File: src/rtl/breit_wigner_mass_sampler_macros.svh
// Assertion helpers for the mass sampler; clk and rst_n come from the using scope.
`ifndef BREIT_WIGNER_MASS_SAMPLER_MACROS_SVH
`define BREIT_WIGNER_MASS_SAMPLER_MACROS_SVH

// Same-cycle implication.
`define BWMS_ASSERT_IMP(label, ante, cons, msg) \
    label: assert property (@(posedge clk) disable iff (!rst_n) (ante) |-> (cons)) \
        else $error(msg);

// Next-cycle implication.
`define BWMS_ASSERT_NXT(label, ante, cons, msg) \
    label: assert property (@(posedge clk) disable iff (!rst_n) (ante) |=> (cons)) \
        else $error(msg);

`endif

File: src/rtl/bwms_pkg.sv
package bwms_pkg;

    localparam int MASS_W         = 32;
    localparam int DRAW_W         = 32;
    localparam int CFG_IDX_W      = 8;
    localparam int ANG_W          = 34;
    localparam int WIDE_W         = 64;
    localparam int MASS_BITS_DEF  = 32;
    localparam int ANGLE_ITER_DEF = 32;

    localparam logic [CFG_IDX_W-1:0] REG_PEAK_MASS  = 8'd0;
    localparam logic [CFG_IDX_W-1:0] REG_RES_WIDTH  = 8'd1;

    localparam logic [31:0] PI_Q30       = 32'd3373259426;
    localparam logic [13:0] NARROW_RATIO = 14'd10000;

    localparam logic [31:0] ATAN_HEAD [10] = '{
        32'd843314856, 32'd497837829, 32'd263043836, 32'd133525158, 32'd67021686,
        32'd33543515,  32'd16775850,  32'd8388437,   32'd4194282,   32'd2097149
    };

    typedef enum logic [1:0] {
        ST_SAMPLED   = 2'd0,
        ST_NARROW    = 2'd1,
        ST_NEGATIVE  = 2'd2,
        ST_SATURATED = 2'd3
    } status_t;

    typedef struct packed {
        logic              unb;
        logic              narrow;
        logic [MASS_W-1:0] pk;
        logic [WIDE_W-1:0] peak2;
        logic [WIDE_W-1:0] mw;
    } hi_tag_t;

    typedef struct packed {
        logic              narrow;
        logic [MASS_W-1:0] pk;
        logic [WIDE_W-1:0] peak2;
        logic [WIDE_W-1:0] mw;
    } rot_tag_t;

    typedef struct packed {
        logic              narrow;
        logic [MASS_W-1:0] pk;
        logic [WIDE_W-1:0] peak2;
        logic              yneg;
        logic              inf;
    } div_tag_t;

    typedef struct packed {
        logic              narrow;
        logic [MASS_W-1:0] pk;
        status_t           status;
    } sqrt_tag_t;

    // atan(2^-i) in Q2.30, truncated
    function automatic logic signed [ANG_W-1:0] atan_step(input int idx);
        logic signed [ANG_W-1:0] v;
        if (idx < 10)
            v = ANG_W'(ATAN_HEAD[idx[3:0]]);
        else if (idx < 30)
            v = ANG_W'((64'sd1 <<< (30 - idx)) - 64'sd1);
        else
            v = '0;
        return v;
    endfunction

endpackage

File: src/rtl/bwms_sqrt.sv
module bwms_sqrt #(
    parameter type tag_t = logic
) (
    input  logic                        clk,
    input  logic                        rst_n,
    input  logic                        en,
    input  logic                        in_valid,
    input  logic [bwms_pkg::WIDE_W-1:0] value,
    input  tag_t                        in_tag,
    output logic                        out_valid,
    output logic [bwms_pkg::MASS_W-1:0] root,
    output tag_t                        out_tag
);
    import bwms_pkg::*;

    localparam int STEPS = WIDE_W / 2;

    logic [WIDE_W-1:0] v_reg   [STEPS-1];
    logic [WIDE_W-1:0] r_reg   [STEPS];
    tag_t              tag_reg [STEPS];
    logic [STEPS-1:0]  vld_reg;

    for (genvar k = 0; k < STEPS; k++)
    begin : g_step
        localparam logic [WIDE_W-1:0] BIT = 64'd1 << (WIDE_W - 2 - 2 * k);
        logic [WIDE_W-1:0] vi, ri, t;
        logic              vldi, ge;
        tag_t              ti;

        if (k == 0)
        begin : g_head
            assign vi   = value;
            assign ri   = '0;
            assign vldi = in_valid;
            assign ti   = in_tag;
        end
        else
        begin : g_body
            assign vi   = v_reg[k-1];
            assign ri   = r_reg[k-1];
            assign vldi = vld_reg[k-1];
            assign ti   = tag_reg[k-1];
        end

        assign t  = ri + BIT;
        assign ge = (vi >= t);

        always_ff @(posedge clk or negedge rst_n)
        begin
            if (!rst_n)
                vld_reg[k] <= 1'b0;
            else if (en)
                vld_reg[k] <= vldi;
        end

        always_ff @(posedge clk)
        begin
            if (en)
            begin
                r_reg[k]   <= ge ? ((ri >> 1) + BIT) : (ri >> 1);
                tag_reg[k] <= ti;
            end
        end

        if (k < STEPS - 1)
        begin : g_rem
            always_ff @(posedge clk)
            begin
                if (en)
                    v_reg[k] <= ge ? (vi - t) : vi;
            end
        end
    end

    assign out_valid = vld_reg[STEPS-1];
    assign root      = r_reg[STEPS-1][MASS_W-1:0];
    assign out_tag   = tag_reg[STEPS-1];

endmodule

File: config.mk
export PLATFORM = sky130hd
export DESIGN_NAME = bwms_sqrt
export DESIGN_NICKNAME = d
export VERILOG_FILES = /design/src/rtl/breit_wigner_mass_sampler_macros.svh /design/src/rtl/bwms_pkg.sv /design/src/rtl/bwms_sqrt.sv
export SDC_FILE = /design/constraint.sdc
export NUM_CORES = 2
export LEC_CHECK = 0
export BUFFER_PORTS_ARGS = -buffer_cell sky130_fd_sc_hd__buf_2
export CAP_MARGIN = 10
export CORE_ASPECT_RATIO = 2
export CORE_MARGIN = 2
export CORE_UTILIZATION = 40
export CTS_BUF_LIST = sky130_fd_sc_hd__clkbuf_8
export DETAILED_ROUTE_END_ITERATION = 8
export PLACE_DENSITY = 0.65
export SLEW_MARGIN = 5
export SYNTH_ARGS = -nofsm -noshare
export SYNTH_HDL_FRONTEND = slang
export SYNTH_SLANG_ARGS = --single-unit
File: constraint.sdc
create_clock -name clk -period 5.8 [get_ports clk]
set_clock_uncertainty 0.2 [all_clocks]
set_input_delay 0.29 -clock clk [delete_from_list [all_inputs] [get_ports clk]]
set_output_delay 0.29 -clock clk [all_outputs]
set_load 0.02 [all_outputs]
==> results.md <==
- Overall die area: about 310000 sq um
- Worst min-delay path class: input pin to flop
- Max reg flops: slightly below 2000
- Final net count: ~11000
- RSZ-0062 raised after global routing: no
- CP most frequent cell: buf_4
- Global route total overflow: 0
- Hold Path Origin: value[60]
- Hold endpoint: r_reg[0][62]$_DFFE_PP_
- Final ANT Viol Nets: 0
- Avg Cell Area, Syn: around 13 sq um
- Critical path depth in cells: 14
- Setup Crit Path Kind: flop to flop
- TritonCTS clock tree: done
- DRC: 0
- Synth Flop Type: edfxtp_1
- Fmax: roughly 180 MHz
- Gate Count Post-Synth: approximately 9700
- Via count: approximately 80000
- Ranking of synthesized cells by area: edfxtp_1 62%, ha_1 5.7%, xnor2_1 3.5%
- Worst EP arrival: 6.17 ns
- Register area share after synthesis: between 60% and 70%
- FFs w/ async S/R, synth: 1.24%
- Routed vias/inst: between 5 and 6
- # H-tree levels: 5
- Top-area cell type share of the netlist area: between 60% and 70%
- Die Y-Extent: between 700 and 800 um
- Root Driver: clkbuf_8
- Syn-to-layout area delta: 12.1%
- Relative slew slack: 18.1%
- Final WL: about 340000 um
- Final hold vios: 0
- Worst slew pin tran: approximately 1.2 ns
- Total track usage: between 20% and 30%
- Synth warn: 0
- CTS Sinks: 2576
- Post-DP HPWL: around 260000 um
- Number of flops mapped to enable cells by yosys: roughly 2500
- Fin. max-slew vios: 0
- Skew-Pair Late Insertion Delay: 1.09 ns
- Reg2Reg Depth: 14
- DR WL/cell: 23.3 um
- CP peak stage delay: just under 1 ns
- WP data required: about 6.3 ns
- FF-to-FF setup slack: 0.13 ns
- Multi-input gate area: approximately 42000 sq um
- Outcome: finished, final reports clean
- Crit path from: v_reg[14][38]$_DFFE_PP_
- Die X: 396 um
- Clock buffer count from CTS: 371
- Worst-path clk slew: 0.07 ns
- Fillers: 26928
- Leakage power figure: 51.8 nW
- Critical R2R Launch: v_reg[14][38]$_DFFE_PP_
- Row count: ~290
- Reg area: between 70000 and 80000 sq um
- Largest net degree at the start of global routing: between 150 and 200
- #FFs+latches synth: 2576
- First-pass GRT wire length: 496000 um
- Overall Power: approximately 52 mW
- CP Cell Sequence: nor4_1, buf_4, nand4b_1, nor4_2, buf_4, or4_1, nor3b_1, nor2b_1, buf_4, inv_2, nand3_1, a2111oi_0, buf_4, xor2_1
- Post-synth top area cell: edfxtp_1
- Ports: approximately 100
- Routability-driven placement congestion ratio: between 1 and 1.5
- CP max FO: 12
- Final setup violation count: 0
- Max-cap violation count: 0
- Peak VDD IR: about 260 uV
- CP Capture Type: flop
- Maximum clock path buffer count: 4
- Starting density of the core: approximately 40%
- Worst flop-to-flop path endpoint: v_reg[14][126]$_DFFE_PP_
- Mapped Area: between 100000 and 150000 sq um
- Min Tclk post-route: about 5.7 ns
- Vias in the first global route: 86771
- Startpoint types: flop
- Final instance area: between 100000 and 150000 sq um
- CTS resizes: 0
- Initial antenna violation count: 13
- Hold depth: 5
- Synth cell types: 86
- DP Area: between 100000 and 150000 sq um
- Synthesized Nets: 10325
- DR pass1 iterations: 8
- Final worst path period share: 97.7%
- CP delay by family, top: simple AND/OR/NAND/NOR gates
- Setup bufs post-CTS: 0
- Core Footprint: around 300000 sq um
- Buffers on Ports: 102
- Share of cells above drive strength 1: 8.99%
- DR iter-0 viols: about 3700
- Setup_tns: 0 ns
- Crit path buf inv count: 5
- P per Cell Area: between 300 and 400 nW/um^2
- CP max-delay cell: a2111oi_0
==> worst max path at each step <==
stage                                           to  slack (ns)
final                     v_reg[14][126]$_DFFE_PP_        0.13
after global placement    v_reg[14][126]$_DFFE_PP_        0.21
after detailed placement  v_reg[14][126]$_DFFE_PP_        0.22
after floorplan           v_reg[11][118]$_DFFE_PP_        1.72
after CTS                 v_reg[14][126]$_DFFE_PP_        0.17
after global routing      v_reg[14][126]$_DFFE_PP_        0.07
==> Yosys cell counts (21+ instances only) <==
master	count
o21ai_0	385
nand3b_1	34
a2111oi_0	22
inv_1	698
a21o_1	215
nand4b_1	27
nor2_1	715
a21oi_1	650
edfxtp_1	2544
or3_1	87
nand3_1	158
nand2b_1	109
o21bai_1	55
o31ai_1	36
nor4_1	329
xnor2_1	495
mux2_2	141
nor3b_1	26
and3_1	43
o21a_1	95
or2_2	28
nor4b_1	52
xor2_1	384
nor2b_1	76
a31oi_1	54
nor3_1	257
o211ai_1	38
nand2_1	541
and4_1	21
or4_1	80
clkbuf_1	171
dfrtp_1	32
nand4_1	169
a211oi_1	57
ha_1	558
==> worst reg2reg max path: stages (launching register included) <==
cell	delay (ns)
edfxtp_1	0.47
nor4_1	0.77
buf_4	0.28
nand4b_1	0.45
nor4_2	0.42
buf_4	0.29
or4_1	0.34
nor3b_1	0.09
nor2b_1	0.13
buf_4	0.25
inv_2	0.09
nand3_1	0.31
a2111oi_0	0.99
buf_4	0.24
xor2_1	0.06
==> stage by stage <==
stage,util (%),hold slack [ns],setup WS [ns],cells
global placement,42.3,0.143,0.208,13794
finish,45.1,0.154,0.134,14619
detailed placement,42.3,0.171,0.222,13796
floorplan,-,-0.206,1.72,9698
global route,45.1,0.122,0.0736,14612
CTS,45.0,0.0391,0.174,14592
==> routing by layer <==
layer	up-vias	share of wire, %	track usage [%]
li1	37556	-	-
met1	38925	23	12.2
met2	2236	62	47.2
met3	1338	3.0	2.82
met4	4	13	23.1
met5	-	0.0091	0
==> placed cells by master (no fill, tap or decap), types with 80 or more instances in the layout <==
| cell | n |
|---|---|
| edfxtp_1 | 2544 |
| inv_1 | 793 |
| nor2_1 | 714 |
| a21oi_1 | 649 |
| ha_1 | 558 |
| nand2_1 | 541 |
| xnor2_1 | 495 |
| xor2_1 | 384 |
| o21ai_0 | 382 |
| clkbuf_8 | 374 |
| nor4_1 | 315 |
| nor3_1 | 252 |
| a21o_1 | 215 |
| nand4_1 | 169 |
| nand3_1 | 158 |
| mux2_2 | 141 |
| dlygate4sd3_1 | 137 |
| buf_4 | 125 |
| nand2b_1 | 109 |
| clkinv_1 | 106 |
| buf_2 | 101 |
| o21a_1 | 95 |
| or3_1 | 87 |
| or4_1 | 80 |
==> power by group <==
group	switching (mW)	total, mW	leakage [nW]	internal (mW)
combinational	7.77	12.6	23.0	4.88
sequential	1.79	25.4	24.9	23.6
clock	7.21	14.2	3.90	6.95
total	16.8	52.2	51.8	35.4
==> area by class of cell <==
type / count / share of cell area, %
Antenna cell: 25 / 0.0454
Clock buffer: 374 / 3.74
Clock inverter: 284 / 1.33
Inverter: 701 / 1.91
Multi-Input combinational cell: 6225 / 30.9
Sequential cell: 2576 / 56.1
Tap cell: 4046 / 3.68
Timing Repair Buffer: 388 / 2.39
==> kinds of logic after synthesis <==
logic type                 count (synthesis)  synth area share [%]
adders and majority gates                558                  5.68
buffers and inverters                    897                  2.75
DFF                                     2576                  62.8
muxes                                    150                  1.37
AOI/OAI and AO/OA                       1822                  9.25
xor gates and xnor gates                 879                  6.27
and+or+nand+nor                         2816                  11.8
==> what timing repair did <==
item                                   in CTS  in global routing
hold buffers                              138                  0
endpoints found under the hold margin     652                  0
setup endpoints to repair                   0                  0
(Power assumes the default switching activity.)
